**config.mk**
```make
export PLATFORM = sky130hd
export DESIGN_NAME = grid_point_cell_membership_core_flat
export DESIGN_NICKNAME = d
export VERILOG_FILES = /design/src/rtl/core/gpcm_pkg.sv /design/src/rtl/core/gpcm_if.sv /design/src/rtl/core/gpcm_regs.sv /design/src/rtl/core/gpcm_front.sv /design/src/rtl/core/gpcm_queue.sv /design/src/rtl/core/gpcm_back.sv /design/src/rtl/core/grid_point_cell_membership_core.sv /design/src/flat_wrapper.sv
export SDC_FILE = /design/constraint.sdc
export NUM_CORES = 2
export LEC_CHECK = 0
export BUFFER_PORTS_ARGS = -buffer_cell sky130_fd_sc_hd__buf_2
export CAP_MARGIN = 20
export CORE_MARGIN = 2
export CORE_UTILIZATION = 65
export DETAILED_ROUTE_END_ITERATION = 10
export HOLD_SLACK_MARGIN = 0.08
export PLACE_DENSITY = 0.81
export SYNTH_ARGS = -nofsm -noshare
export SYNTH_HDL_FRONTEND = slang
export SYNTH_SLANG_ARGS = --single-unit
```
**constraint.sdc**
```tcl
create_clock -name clk -period 15.7 [get_ports clk]
set_input_delay 4.71 -clock clk [delete_from_list [all_inputs] [get_ports clk]]
set_output_delay 4.71 -clock clk [all_outputs]
set_load 0.02 [all_outputs]
```
**src/rtl/core/gpcm_pkg.sv**
```systemverilog
// Shared types and constants for the grid point cell membership block.
`default_nettype none

package gpcm_pkg;

	// Field widths of the result beat
	localparam int IDX_W = 30;
	localparam int TAG_W = 30;

	// Register port geometry
	localparam int APB_DW = 32;
	localparam int APB_AW = 4;

	// Cells that may own one lattice point
	localparam int NUM_SLOTS = 8;
	localparam int SLOT_W    = 3;

	// Register map, one word per register
	typedef enum logic [1:0] {
		REG_CELLS_X = 2'd0,
		REG_CELLS_Y = 2'd1,
		REG_CELLS_Z = 2'd2
	} gpcm_reg_t;

	// Neighbour offsets in emission order: bit 0 is +x, bit 1 is +y, bit 2 is +z
	localparam logic [SLOT_W-1:0] STEP_ORDER [NUM_SLOTS] = '{
		3'd0, 3'd1, 3'd2, 3'd4, 3'd3, 3'd5, 3'd6, 3'd7
	};

	// One classified point waiting for expansion
	typedef struct packed {
		logic [IDX_W-1:0]  base;
		logic [TAG_W-1:0]  tag;
		logic [SLOT_W-1:0] steps;
		logic              oor;
	} gpcm_entry_t;

	// Queue status seen by the expansion side
	typedef struct packed {
		logic empty;
		logic full;
	} gpcm_qstat_t;

endpackage

`default_nettype wire

```
**src/rtl/core/gpcm_if.sv**
```systemverilog
// Valid/ready channel interfaces for lattice points in and cell memberships out.
`default_nettype none

interface gpcm_in_if #(parameter int AXIS_BITS = 10);
	import gpcm_pkg::*;

	logic                 valid;
	logic                 ready;
	logic [AXIS_BITS-1:0] coord_x;
	logic [AXIS_BITS-1:0] coord_y;
	logic [AXIS_BITS-1:0] coord_z;
	logic [TAG_W-1:0]     point_number;

	modport source (output valid, coord_x, coord_y, coord_z, point_number, input ready);
	modport sink   (input valid, coord_x, coord_y, coord_z, point_number, output ready);
endinterface

interface gpcm_out_if;
	import gpcm_pkg::*;

	logic             valid;
	logic             ready;
	logic [IDX_W-1:0] cell_number;
	logic [TAG_W-1:0] point_tag;
	logic             last_of_run;
	logic             out_of_range;

	modport source (output valid, cell_number, point_tag, last_of_run, out_of_range,
		input ready);
	modport sink   (input valid, cell_number, point_tag, last_of_run, out_of_range,
		output ready);
endinterface

`default_nettype wire

```
**src/rtl/core/gpcm_regs.sv**
```systemverilog
// Grid extent registers on the APB-style port, with the cached xy plane size.
`default_nettype none

module gpcm_regs #(
	parameter int AXIS_BITS = 10
) (
	input  wire logic                        clk,
	input  wire logic                        arst_n,
	input  wire logic                        psel,
	input  wire logic                        penable,
	input  wire logic                        pwrite,
	input  wire logic [gpcm_pkg::APB_AW-1:0] paddr,
	input  wire logic [gpcm_pkg::APB_DW-1:0] pwdata,
	output logic      [gpcm_pkg::APB_DW-1:0] prdata,
	output logic                             pready,
	output logic      [AXIS_BITS-1:0]        cells_x,
	output logic      [AXIS_BITS-1:0]        cells_y,
	output logic      [AXIS_BITS-1:0]        cells_z,
	output logic      [gpcm_pkg::IDX_W-1:0]  plane_size
);
	import gpcm_pkg::*;

	localparam int PW = 2 * AXIS_BITS;

	logic [AXIS_BITS-1:0] cells_x_q;
	logic [AXIS_BITS-1:0] cells_y_q;
	logic [AXIS_BITS-1:0] cells_z_q;
	logic [IDX_W-1:0]     plane_q;
	logic [PW-1:0]        plane_full;
	logic                 wr_en;
	gpcm_reg_t            reg_sel;

	assign pready  = 1'b1;
	assign wr_en   = psel & penable & pwrite;
	assign reg_sel = gpcm_reg_t'(paddr[APB_AW-1:2]);

	// Write the addressed register; other addresses are ignored
	always_ff @(posedge clk or negedge arst_n) begin
		if (!arst_n) begin
			cells_x_q <= AXIS_BITS'(1);
			cells_y_q <= AXIS_BITS'(1);
			cells_z_q <= AXIS_BITS'(1);
		end else if (wr_en) begin
			case (reg_sel)
				REG_CELLS_X: cells_x_q <= pwdata[AXIS_BITS-1:0];
				REG_CELLS_Y: cells_y_q <= pwdata[AXIS_BITS-1:0];
				REG_CELLS_Z: cells_z_q <= pwdata[AXIS_BITS-1:0];
				default: ;
			endcase
		end
	end

	// Keep the cells per xy plane, registered the cycle after the extent registers
	assign plane_full = PW'(cells_x_q) * PW'(cells_y_q);

	always_ff @(posedge clk or negedge arst_n) begin
		if (!arst_n) begin
			plane_q <= IDX_W'(1);
		end else begin
			plane_q <= IDX_W'(plane_full);
		end
	end

	// Read back the addressed register
	always_comb begin
		prdata = '0;
		case (reg_sel)
			REG_CELLS_X: prdata = APB_DW'(cells_x_q);
			REG_CELLS_Y: prdata = APB_DW'(cells_y_q);
			REG_CELLS_Z: prdata = APB_DW'(cells_z_q);
			default:     prdata = '0;
		endcase
	end

	assign cells_x    = cells_x_q;
	assign cells_y    = cells_y_q;
	assign cells_z    = cells_z_q;
	assign plane_size = plane_q;

endmodule

`default_nettype wire

```
**src/rtl/core/gpcm_front.sv**
```systemverilog
// Front end: accept points, classify them and form the base cell index.
`default_nettype none

module gpcm_front #(
	parameter int AXIS_BITS = 10,
	parameter int QDEPTH    = 4
) (
	input  wire logic                       clk,
	input  wire logic                       arst_n,
	gpcm_in_if.sink                         point,
	input  wire logic [AXIS_BITS-1:0]       cells_x,
	input  wire logic [AXIS_BITS-1:0]       cells_y,
	input  wire logic [AXIS_BITS-1:0]       cells_z,
	input  wire logic [gpcm_pkg::IDX_W-1:0] plane_size,
	input  wire logic                       pop,
	output logic                            push,
	output gpcm_pkg::gpcm_entry_t           push_data
);
	import gpcm_pkg::*;

	localparam int CW = $clog2(QDEPTH + 1);
	localparam int YW = 2 * AXIS_BITS;
	localparam int ZW = AXIS_BITS + IDX_W;

	logic [CW-1:0]        credit_q;
	logic                 accept;

	logic                 v_s1;
	logic [AXIS_BITS-1:0] bx_s1;
	logic [AXIS_BITS-1:0] by_s1;
	logic [AXIS_BITS-1:0] bz_s1;
	logic [SLOT_W-1:0]    steps_s1;
	logic                 oor_s1;
	logic [TAG_W-1:0]     tag_s1;

	logic                 v_s2;
	logic [AXIS_BITS-1:0] bx_s2;
	logic [IDX_W-1:0]     py_s2;
	logic [IDX_W-1:0]     pz_s2;
	logic [SLOT_W-1:0]    steps_s2;
	logic                 oor_s2;
	logic [TAG_W-1:0]     tag_s2;

	logic [YW-1:0]        py_full;
	logic [ZW-1:0]        pz_full;

	// Take a point only while a queue slot is reserved for it
	assign point.ready = (credit_q < CW'(QDEPTH));
	assign accept      = point.valid & point.ready;

	always_ff @(posedge clk or negedge arst_n) begin
		if (!arst_n) begin
			credit_q <= '0;
		end else begin
			case ({accept, pop})
				2'b10:   credit_q <= credit_q + CW'(1);
				2'b01:   credit_q <= credit_q - CW'(1);
				default: credit_q <= credit_q;
			endcase
		end
	end

	// Stage 1: range check, base corner and forward steps
	always_ff @(posedge clk or negedge arst_n) begin
		if (!arst_n) begin
			v_s1 <= 1'b0;
		end else begin
			v_s1 <= accept;
		end
	end

	always_ff @(posedge clk) begin
		if (accept) begin
			bx_s1 <= (point.coord_x != '0) ? point.coord_x - AXIS_BITS'(1) : '0;
			by_s1 <= (point.coord_y != '0) ? point.coord_y - AXIS_BITS'(1) : '0;
			bz_s1 <= (point.coord_z != '0) ? point.coord_z - AXIS_BITS'(1) : '0;
			steps_s1[0] <= (point.coord_x != '0) && (point.coord_x < cells_x);
			steps_s1[1] <= (point.coord_y != '0) && (point.coord_y < cells_y);
			steps_s1[2] <= (point.coord_z != '0) && (point.coord_z < cells_z);
			oor_s1 <= (point.coord_x > cells_x) || (point.coord_y > cells_y)
				|| (point.coord_z > cells_z);
			tag_s1 <= point.point_number;
		end
	end

	// Stage 2: row and plane offsets of the base cell
	assign py_full = YW'(by_s1) * YW'(cells_x);
	assign pz_full = ZW'(bz_s1) * ZW'(plane_size);

	always_ff @(posedge clk or negedge arst_n) begin
		if (!arst_n) begin
			v_s2 <= 1'b0;
		end else begin
			v_s2 <= v_s1;
		end
	end

	always_ff @(posedge clk) begin
		if (v_s1) begin
			bx_s2    <= bx_s1;
			py_s2    <= IDX_W'(py_full);
			pz_s2    <= IDX_W'(pz_full);
			steps_s2 <= steps_s1;
			oor_s2   <= oor_s1;
			tag_s2   <= tag_s1;
		end
	end

	// Sum the base index and hand the point to the queue
	assign push            = v_s2;
	assign push_data.base  = IDX_W'(bx_s2) + py_s2 + pz_s2;
	assign push_data.tag   = tag_s2;
	assign push_data.steps = steps_s2;
	assign push_data.oor   = oor_s2;

endmodule

`default_nettype wire

```
**src/rtl/core/gpcm_queue.sv**
```systemverilog
// Short queue of classified points between the front and back ends.
`default_nettype none

module gpcm_queue #(
	parameter int DEPTH = 4
) (
	input  wire logic                  clk,
	input  wire logic                  arst_n,
	input  wire logic                  push,
	input  wire gpcm_pkg::gpcm_entry_t push_data,
	input  wire logic                  pop,
	output gpcm_pkg::gpcm_entry_t      head,
	output gpcm_pkg::gpcm_qstat_t      stat
);
	import gpcm_pkg::*;

	localparam int PW = (DEPTH > 1) ? $clog2(DEPTH) : 1;
	localparam int CW = $clog2(DEPTH + 1);

	gpcm_entry_t   slot_q [DEPTH];
	logic [PW-1:0] wr_ptr_q;
	logic [PW-1:0] rd_ptr_q;
	logic [CW-1:0] count_q;

	// Store the pushed entry
	always_ff @(posedge clk) begin
		if (push) begin
			slot_q[wr_ptr_q] <= push_data;
		end
	end

	// Advance pointers and occupancy
	always_ff @(posedge clk or negedge arst_n) begin
		if (!arst_n) begin
			wr_ptr_q <= '0;
			rd_ptr_q <= '0;
			count_q  <= '0;
		end else begin
			if (push) begin
				wr_ptr_q <= (wr_ptr_q == PW'(DEPTH - 1)) ? '0 : wr_ptr_q + PW'(1);
			end
			if (pop) begin
				rd_ptr_q <= (rd_ptr_q == PW'(DEPTH - 1)) ? '0 : rd_ptr_q + PW'(1);
			end
			case ({push, pop})
				2'b10:   count_q <= count_q + CW'(1);
				2'b01:   count_q <= count_q - CW'(1);
				default: count_q <= count_q;
			endcase
		end
	end

	assign head       = slot_q[rd_ptr_q];
	assign stat.empty = (count_q == '0);
	assign stat.full  = (count_q == CW'(DEPTH));

endmodule

`default_nettype wire

```
**src/rtl/core/gpcm_back.sv**
```systemverilog
// Back end: expand head points into owning cells, one beat a cycle while ready.
`default_nettype none

module gpcm_back #(
	parameter int AXIS_BITS = 10
) (
	input  wire logic                       clk,
	input  wire logic                       arst_n,
	input  wire gpcm_pkg::gpcm_entry_t      head,
	input  wire gpcm_pkg::gpcm_qstat_t      stat,
	input  wire logic [AXIS_BITS-1:0]       cells_x,
	input  wire logic [gpcm_pkg::IDX_W-1:0] plane_size,
	output logic                            pop,
	gpcm_out_if.source                      member
);
	import gpcm_pkg::*;

	logic [SLOT_W-1:0]    slot_q;
	logic [NUM_SLOTS-1:0] sel;
	logic [NUM_SLOTS-1:0] rest;
	logic [SLOT_W-1:0]    pos;
	logic                 found;
	logic [SLOT_W-1:0]    step;
	logic                 last;
	logic [IDX_W-1:0]     cell_idx;
	logic                 emit;

	logic                 ov_q;
	logic [IDX_W-1:0]     cell_q;
	logic [TAG_W-1:0]     tag_q;
	logic                 last_q;
	logic                 oor_q;

	// Pick the next owning cell at or after the current slot
	always_comb begin
		sel   = '0;
		pos   = '0;
		found = 1'b0;
		for (int m = 0; m < NUM_SLOTS; m++) begin
			sel[m] = ((STEP_ORDER[m] & ~head.steps) == '0) && (SLOT_W'(m) >= slot_q);
		end
		if (head.oor) begin
			sel = NUM_SLOTS'(1);
		end
		for (int m = 0; m < NUM_SLOTS; m++) begin
			if (sel[m] && !found) begin
				pos   = SLOT_W'(m);
				found = 1'b1;
			end
		end
		rest = sel & ~(NUM_SLOTS'(1) << pos);
		last = (rest == '0);
		step = STEP_ORDER[pos];
		cell_idx = head.base + IDX_W'(step[0])
			+ (step[1] ? IDX_W'(cells_x) : '0)
			+ (step[2] ? plane_size : '0);
		if (head.oor) begin
			cell_idx = '0;
		end
	end

	// Load the output register when a point is queued and it is free or draining
	assign emit = !stat.empty && (!ov_q || member.ready);
	assign pop  = emit && last;

	always_ff @(posedge clk or negedge arst_n) begin
		if (!arst_n) begin
			slot_q <= '0;
			ov_q   <= 1'b0;
		end else begin
			if (emit) begin
				slot_q <= last ? '0 : pos + SLOT_W'(1);
				ov_q   <= 1'b1;
			end else if (member.ready) begin
				ov_q   <= 1'b0;
			end
		end
	end

	always_ff @(posedge clk) begin
		if (emit) begin
			cell_q <= cell_idx;
			tag_q  <= head.tag;
			last_q <= last;
			oor_q  <= head.oor;
		end
	end

	assign member.valid        = ov_q;
	assign member.cell_number  = cell_q;
	assign member.point_tag    = tag_q;
	assign member.last_of_run  = last_q;
	assign member.out_of_range = oor_q;

endmodule

`default_nettype wire

```
**src/rtl/core/grid_point_cell_membership_core.sv**
```systemverilog
// Top level of the grid point cell membership block.
//
// Usage: write the cell counts of the grid (x, y, z) over the APB-style port
// while the block is idle, then feed lattice points on the point channel.
// Each accepted point yields, on the member channel, one beat per cell that
// has the point as a corner: base cell, then +x, +y, +z, +xy, +xz, +yz, +xyz,
// with last_of_run set on the final beat. A point outside the grid yields one
// beat with out_of_range set and cell_number zero.
// Each point passes stage 1, stage 2, the queue and the result register.
// Throughput: one beat a cycle while member.ready is high and a point is
// queued; a point with n owning cells yields n beats (eight at most, one for
// a grid corner or out-of-range point); the shared result register sets it.
// The front end keeps taking points while a queue slot is free, so short runs
// follow one another without gaps. A stalled member channel holds its beat
// and fills the queue, after which point.ready falls.
// Reset clears the queue, pipeline and output valid, and sets all cell counts
// to one.
`default_nettype none

module grid_point_cell_membership_core #(
	parameter int AXIS_BITS   = 10,
	parameter int QUEUE_DEPTH = 4
) (
	input  wire logic                        clk,
	input  wire logic                        arst_n,
	input  wire logic                        psel,
	input  wire logic                        penable,
	input  wire logic                        pwrite,
	input  wire logic [gpcm_pkg::APB_AW-1:0] paddr,
	input  wire logic [gpcm_pkg::APB_DW-1:0] pwdata,
	output logic      [gpcm_pkg::APB_DW-1:0] prdata,
	output logic                             pready,
	gpcm_in_if.sink                          point,
	gpcm_out_if.source                       member
);
	import gpcm_pkg::*;

	logic [AXIS_BITS-1:0] cells_x;
	logic [AXIS_BITS-1:0] cells_y;
	logic [AXIS_BITS-1:0] cells_z;
	logic [IDX_W-1:0]     plane_size;
	logic                 q_push;
	logic                 q_pop;
	gpcm_entry_t          q_in;
	gpcm_entry_t          q_head;
	gpcm_qstat_t          q_stat;

	gpcm_regs #(
		.AXIS_BITS (AXIS_BITS)
	) u_regs (
		.clk        (clk),
		.arst_n     (arst_n),
		.psel       (psel),
		.penable    (penable),
		.pwrite     (pwrite),
		.paddr      (paddr),
		.pwdata     (pwdata),
		.prdata     (prdata),
		.pready     (pready),
		.cells_x    (cells_x),
		.cells_y    (cells_y),
		.cells_z    (cells_z),
		.plane_size (plane_size)
	);

	gpcm_front #(
		.AXIS_BITS (AXIS_BITS),
		.QDEPTH    (QUEUE_DEPTH)
	) u_front (
		.clk        (clk),
		.arst_n     (arst_n),
		.point      (point),
		.cells_x    (cells_x),
		.cells_y    (cells_y),
		.cells_z    (cells_z),
		.plane_size (plane_size),
		.pop        (q_pop),
		.push       (q_push),
		.push_data  (q_in)
	);

	gpcm_queue #(
		.DEPTH (QUEUE_DEPTH)
	) u_queue (
		.clk       (clk),
		.arst_n    (arst_n),
		.push      (q_push),
		.push_data (q_in),
		.pop       (q_pop),
		.head      (q_head),
		.stat      (q_stat)
	);

	gpcm_back #(
		.AXIS_BITS (AXIS_BITS)
	) u_back (
		.clk        (clk),
		.arst_n     (arst_n),
		.head       (q_head),
		.stat       (q_stat),
		.cells_x    (cells_x),
		.plane_size (plane_size),
		.pop        (q_pop),
		.member     (member)
	);

	// Reserved slots keep the queue from overflowing
	a_no_push_when_full: assert property (@(posedge clk) disable iff (!arst_n)
		q_push |-> !q_stat.full)
		else $error("queue pushed while full");

	// Only a held point is retired
	a_no_pop_when_empty: assert property (@(posedge clk) disable iff (!arst_n)
		q_pop |-> !q_stat.empty)
		else $error("queue popped while empty");

	// Retiring a point loads its final beat
	a_pop_loads_last: assert property (@(posedge clk) disable iff (!arst_n)
		q_pop |=> (member.valid && member.last_of_run))
		else $error("retired point without a final beat");

	// An out-of-range beat stands alone with a zero cell index
	a_oor_single: assert property (@(posedge clk) disable iff (!arst_n)
		(member.valid && member.out_of_range)
		|-> (member.last_of_run && (member.cell_number == '0)))
		else $error("malformed out-of-range beat");

endmodule

`default_nettype wire
```
**src/flat_wrapper.sv**
```systemverilog
// flat-port wrapper written by rule: the top's interface ports become plain ports
module grid_point_cell_membership_core_flat import gpcm_pkg::*;
#(
	parameter int AXIS_BITS   = 10,
	parameter int QUEUE_DEPTH = 4
)
  (clk, arst_n, psel, penable, pwrite, paddr, pwdata, prdata, pready, point_valid, point_coord_x, point_coord_y, point_coord_z, point_point_number, point_ready, member_valid, member_cell_number, member_point_tag, member_last_of_run, member_out_of_range, member_ready);
  gpcm_in_if #(.AXIS_BITS(AXIS_BITS)) point_i ();
  gpcm_out_if member_i ();
  input  wire logic clk;
  input  wire logic arst_n;
  input  wire logic psel;
  input  wire logic penable;
  input  wire logic pwrite;
  input  wire logic [gpcm_pkg::APB_AW-1:0] paddr;
  input  wire logic [gpcm_pkg::APB_DW-1:0] pwdata;
  output logic      [gpcm_pkg::APB_DW-1:0] prdata;
  output logic pready;
  input wire logic [$bits(point_i.valid)-1:0] point_valid;
  input wire logic [$bits(point_i.coord_x)-1:0] point_coord_x;
  input wire logic [$bits(point_i.coord_y)-1:0] point_coord_y;
  input wire logic [$bits(point_i.coord_z)-1:0] point_coord_z;
  input wire logic [$bits(point_i.point_number)-1:0] point_point_number;
  output wire logic [$bits(point_i.ready)-1:0] point_ready;
  output wire logic [$bits(member_i.valid)-1:0] member_valid;
  output wire logic [$bits(member_i.cell_number)-1:0] member_cell_number;
  output wire logic [$bits(member_i.point_tag)-1:0] member_point_tag;
  output wire logic [$bits(member_i.last_of_run)-1:0] member_last_of_run;
  output wire logic [$bits(member_i.out_of_range)-1:0] member_out_of_range;
  input wire logic [$bits(member_i.ready)-1:0] member_ready;
  assign point_i.valid = point_valid;
  assign point_i.coord_x = point_coord_x;
  assign point_i.coord_y = point_coord_y;
  assign point_i.coord_z = point_coord_z;
  assign point_i.point_number = point_point_number;
  assign point_ready = point_i.ready;
  assign member_valid = member_i.valid;
  assign member_cell_number = member_i.cell_number;
  assign member_point_tag = member_i.point_tag;
  assign member_last_of_run = member_i.last_of_run;
  assign member_out_of_range = member_i.out_of_range;
  assign member_i.ready = member_ready;
  grid_point_cell_membership_core #(.AXIS_BITS(AXIS_BITS), .QUEUE_DEPTH(QUEUE_DEPTH)) u_core (.clk(clk), .arst_n(arst_n), .psel(psel), .penable(penable), .pwrite(pwrite), .paddr(paddr), .pwdata(pwdata), .prdata(prdata), .pready(pready), .point(point_i), .member(member_i));
endmodule
```
==> results by stage <==
Run status:
- The flow ran to the end, and the final reports show no timing, DRC or antenna violations.

Setup path:
- Traced cell by cell, the critical path runs through buf_2 -> nor2b_1 -> nand2_1 -> o21ai_0 -> buf_2.
- The delay of the slowest cell on the worst path is around 0.58 ns.
- The cell type with the highest occurrence count on the critical path is buf_2.
- Of all nets on the critical path, the largest fanout is 14.
- The critical path endpoint category is an output pin.
- The arrival time at the worst endpoint is 5.99 ns.
- The worst setup path is launched from a primary input.
- The register-to-register setup slack is around 8.3 ns.
- The largest individual stage delay along the critical path comes from the cell nor2b_1.
- The family with the most delay on the worst path is simple AND/OR/NAND/NOR gates.
- The startpoint-to-endpoint class of the critical path is in -> out.
- The number of buffers and inverters on the critical path is 2.
- The worst endpoint required time is about 11 ns.

Timing:
- After routing, the total negative slack on setup checks comes to 0 ns.
- The routed design could run at a clock period as short as around 11 ns.
- The clock skew after layout is approximately 0.026 ns.
- The count of final setup violators is 0.
- For the pin with the worst max-slew slack, the measured transition is between 1 and 1.5 ns.
- The worst path meets setup with roughly 5 ns of slack.
- Static timing analysis puts the maximum clock frequency at between 90 and 100 MHz.
- Setup repair after global routing left no endpoint under its margin.
- The number of max-slew violations in the final report is 0.
- The count of final hold-check violations came to 0.
- Headroom to the max-slew limit came out at 24.10%.
- The final period utilization is approximately 68%.
- The worst hold slack is approximately 0.42 ns.

Yosys:
- The share of synthesized area in the top cell type comes to about two fifths.
- The fraction of the yosys area taken by sequential cells is a little over two fifths.
- The most instantiated library cell after synthesis is edfxtp_1.
- In the synthesized netlist, the number of instances is about 3000.
- The most used flip-flop cell after synthesis is edfxtp_1.
- The number of flip-flops and latches in the synthesized netlist is between 500 and 600.
- The mean cell area of the mapped netlist is about 12 µm².
- In the post-synthesis netlist, the biggest area contributors are edfxtp_1 39%, fa_1 16%, ha_1 9.6%, inv_1 4.6%, dfrtp_1 4.2%.
- Yosys printed 0 warnings.
- The biggest area consumer among synthesized cells is edfxtp_1.
- In the synthesized netlist, the cells that appear most often are 476 x edfxtp_1, 446 x inv_1, 336 x nand2_1.
- After synthesis the cells add up to 36610 µm².
- The synthesized design contains ~480 enable-type register cells.
- Of all flip-flops after synthesis, the portion carrying an async set or reset was 12.18%.
- Synthesis instantiated 73 different standard cells from the library.

Clocking:
- Buffers inserted to repair hold after CTS numbered 0.
- Post-CTS repair changed the size of 0 cells.
- Clock tree synthesis selected as its root buffer the cell clkbuf_16.
- The number of sinks on the clock net is ~540.
- TritonCTS built the clock tree.
- The maximum count of clock buffers along a single path is 3.
- The H-tree was split into 2 levels.
- Once the clock tree was built, the setup fixing pass inserted 0 buffers.
- The clock latency on the worst-skew pair is between 0.6 and 0.7 ns.
- The clock slew seen by the registers of the worst setup and hold paths is 0.06 ns.
- The number of buffers added by the clock tree synthesis step is 54.

Global route:
- The total track usage is roughly 30%.
- The via count of the first global-routing pass is roughly 25000.
- For this run the aggregate overflow at the end of global routing stands at 0.
- The maximum number of pins on one net before global-route repair is 67.
- The first global-routing pass estimated 132000 µm of wire.
- The initial antenna violation count is 6.

Die:
- The core region is about 55000 µm².
- The die is approximately 240 µm wide.
- From bottom edge to top edge, the die measures about 240 µm.
- Once the floorplan was initialized, standard cells occupied between 60% and 70% of the core.
- The boundary pin count is 200.
- The die covers around 58000 µm².
- The floorplan has 86 rows.

Min path:
- In this run the worst hold path is classified as reg -> reg.

Final layout:
- The area added between synthesis and finish is 8.528%.
- Summing all non-filler instances in the final layout gives an area of 39730 µm².
- At the end of the flow, the number of nets in the layout was between 3000 and 4000.
- Cells with a size suffix above 1 make up about 11% of the layout.

Placed design:
- The placed standard-cell area is ~38000 µm².
- The final HPWL from detailed placement is 58580 µm.
- The count of input and output buffers is between 150 and 200.
- The final weighted congestion in routability-driven placement is 0.9131.
- The placement-stage worst setup slack is around 5 ns.

Routing:
- The final routed DRC violation total is 0.
- For this block, the initial DRC count from the detailed router was roughly 2100.
- The total wirelength of the detailed-routed design is between 80000 and 90000 µm.
- Dividing the detail-routed wire length by the instance count gives around 21 µm.
- The per-cell via count in the routed design is around 5.9.
- For this run, the detailed router's first-pass iteration total came to 6.
- The detailed router placed about 24000 vias in this run.
- Once detail routing completed, the nets flagged for antenna violations numbered 0.

Flow run:
- Across the run, the number of max-cap violations was 0.
## registers in the layout, indices dropped and copies added, names as in the netlist, 10 cells and up
| name | count |
|---|---|
| u_core.u_front.tag_s1 | 30 |
| u_core.u_queue.slot_q | 256 |
| u_core.u_front.bx_s2 | 10 |
| u_core.u_front.by_s1 | 10 |
| u_core.u_back.member.point_tag | 30 |
| u_core.u_regs.cells_z | 10 |
| u_core.u_regs.cells_y | 10 |
| u_core.u_regs.plane_size | 20 |
| u_core.u_regs.cells_x | 10 |
| u_core.u_front.py_s2 | 20 |
| u_core.u_front.bx_s1 | 10 |
| u_core.u_front.tag_s2 | 30 |
| u_core.u_back.member.cell_number | 30 |
| u_core.u_front.bz_s1 | 10 |
| u_core.u_front.pz_s2 | 30 |
## kinds of logic after synthesis
group	after synthesis	share of synthesized area, %
AO/OA/AOI/OAI	330	5.831
flip-flops	542	43.57
buffers and inverters	580	6.217
multiplexers	97	4.956
other	2	0.02052
XOR/XNOR	114	2.728
adder cells (fa/ha/maj)	571	25.46
AND/OR/NAND/NOR	854	11.21
## placed cells by master, fill, tap and decap left out, types with 19 or more instances in the layout
cell type,Yosys,final
edfxtp_1,476,476
inv_1,446,444
nand2_1,336,336
fa_1,290,290
ha_1,281,281
and2_1,181,177
buf_2,1,152
nor2_1,151,151
o21ai_0,87,87
a21oi_1,73,73
xnor2_1,72,72
mux4_2,65,65
dfrtp_1,62,59
clkbuf_16,0,54
nor3_1,47,47
xor2_1,42,42
a21o_1,39,39
nand3_1,31,31
conb_1,2,23
buf_4,24,20
a211oi_1,19,19
nand2b_1,19,19
## per-layer routing
layer	vias to the layer above	wire length, µm	global-route usage (%)
met1	11850	31860	37.00
met3	223	5952	3.954
met5	-	0	0
met4	0	3782	13.32
li1	10620	-	-
met2	1005	41850	52.08
## cell type report
class	instances	area, µm²
Antenna cell	4	10.01
Clock buffer	66	1396
Clock inverter	28	377.9
Fill cell	3642	15690
Inverter	446	1674
Multi-Input combinational cell	1989	18460
Sequential cell	542	15960
Tap cell	748	935.9
Timing Repair Buffer	172	910.9
## metrics by stage
stage                     cells  utilization (%)
after floorplan            3111                -
after global placement     3897            68.47
after detailed placement   3897            68.47
after CTS                  3991            71.67
after global routing       3993            71.68
final                      3995            71.69
## worst paths after layout
kind,startpoint,to,depth (start not counted)
hold / removal,u_core.u_front.bx_s1[6]$_SDFFCE_PN0P_,u_core.u_front.bx_s2[6]$_DFFE_PP_,0
min in group asynchronous,arst_n,u_core.u_regs.cells_z[8]$_DFFE_PN0P_,2
hold reg to reg,u_core.u_front.bx_s1[6]$_SDFFCE_PN0P_,u_core.u_front.bx_s2[6]$_DFFE_PP_,0
setup reg to reg,u_core.u_queue.rd_ptr_q[0]$_DFFE_PN0P_,u_core.u_back.member.cell_number[24]$_SDFFCE_PP0P_,20
setup / recovery,paddr[2],prdata[0],5
max in group asynchronous,arst_n,u_core.u_front.v_s1$_DFF_PN0_,2
## worst reg2reg max path, cell delays in order, from the launching register on
cell	delay, ns
dfrtp_4	0.76
mux4_2	0.93
nor4bb_1	0.53
nand2_1	0.10
a211oi_1	0.44
or2_2	0.26
nor2_1	0.07
a31oi_2	0.56
nand2_1	0.16
fa_1	0.53
inv_1	0.05
ha_1	0.23
fa_1	0.53
a211oi_1	0.39
o21a_1	0.22
o211ai_1	0.13
nand3_1	0.19
a31oi_1	0.15
o221a_2	0.36
o211ai_1	0.21
mux2_2	0.38
Power is left out: the tool's default activity adds up to more than one toggle a clock period on the data nets, which glitch-free logic cannot reach.
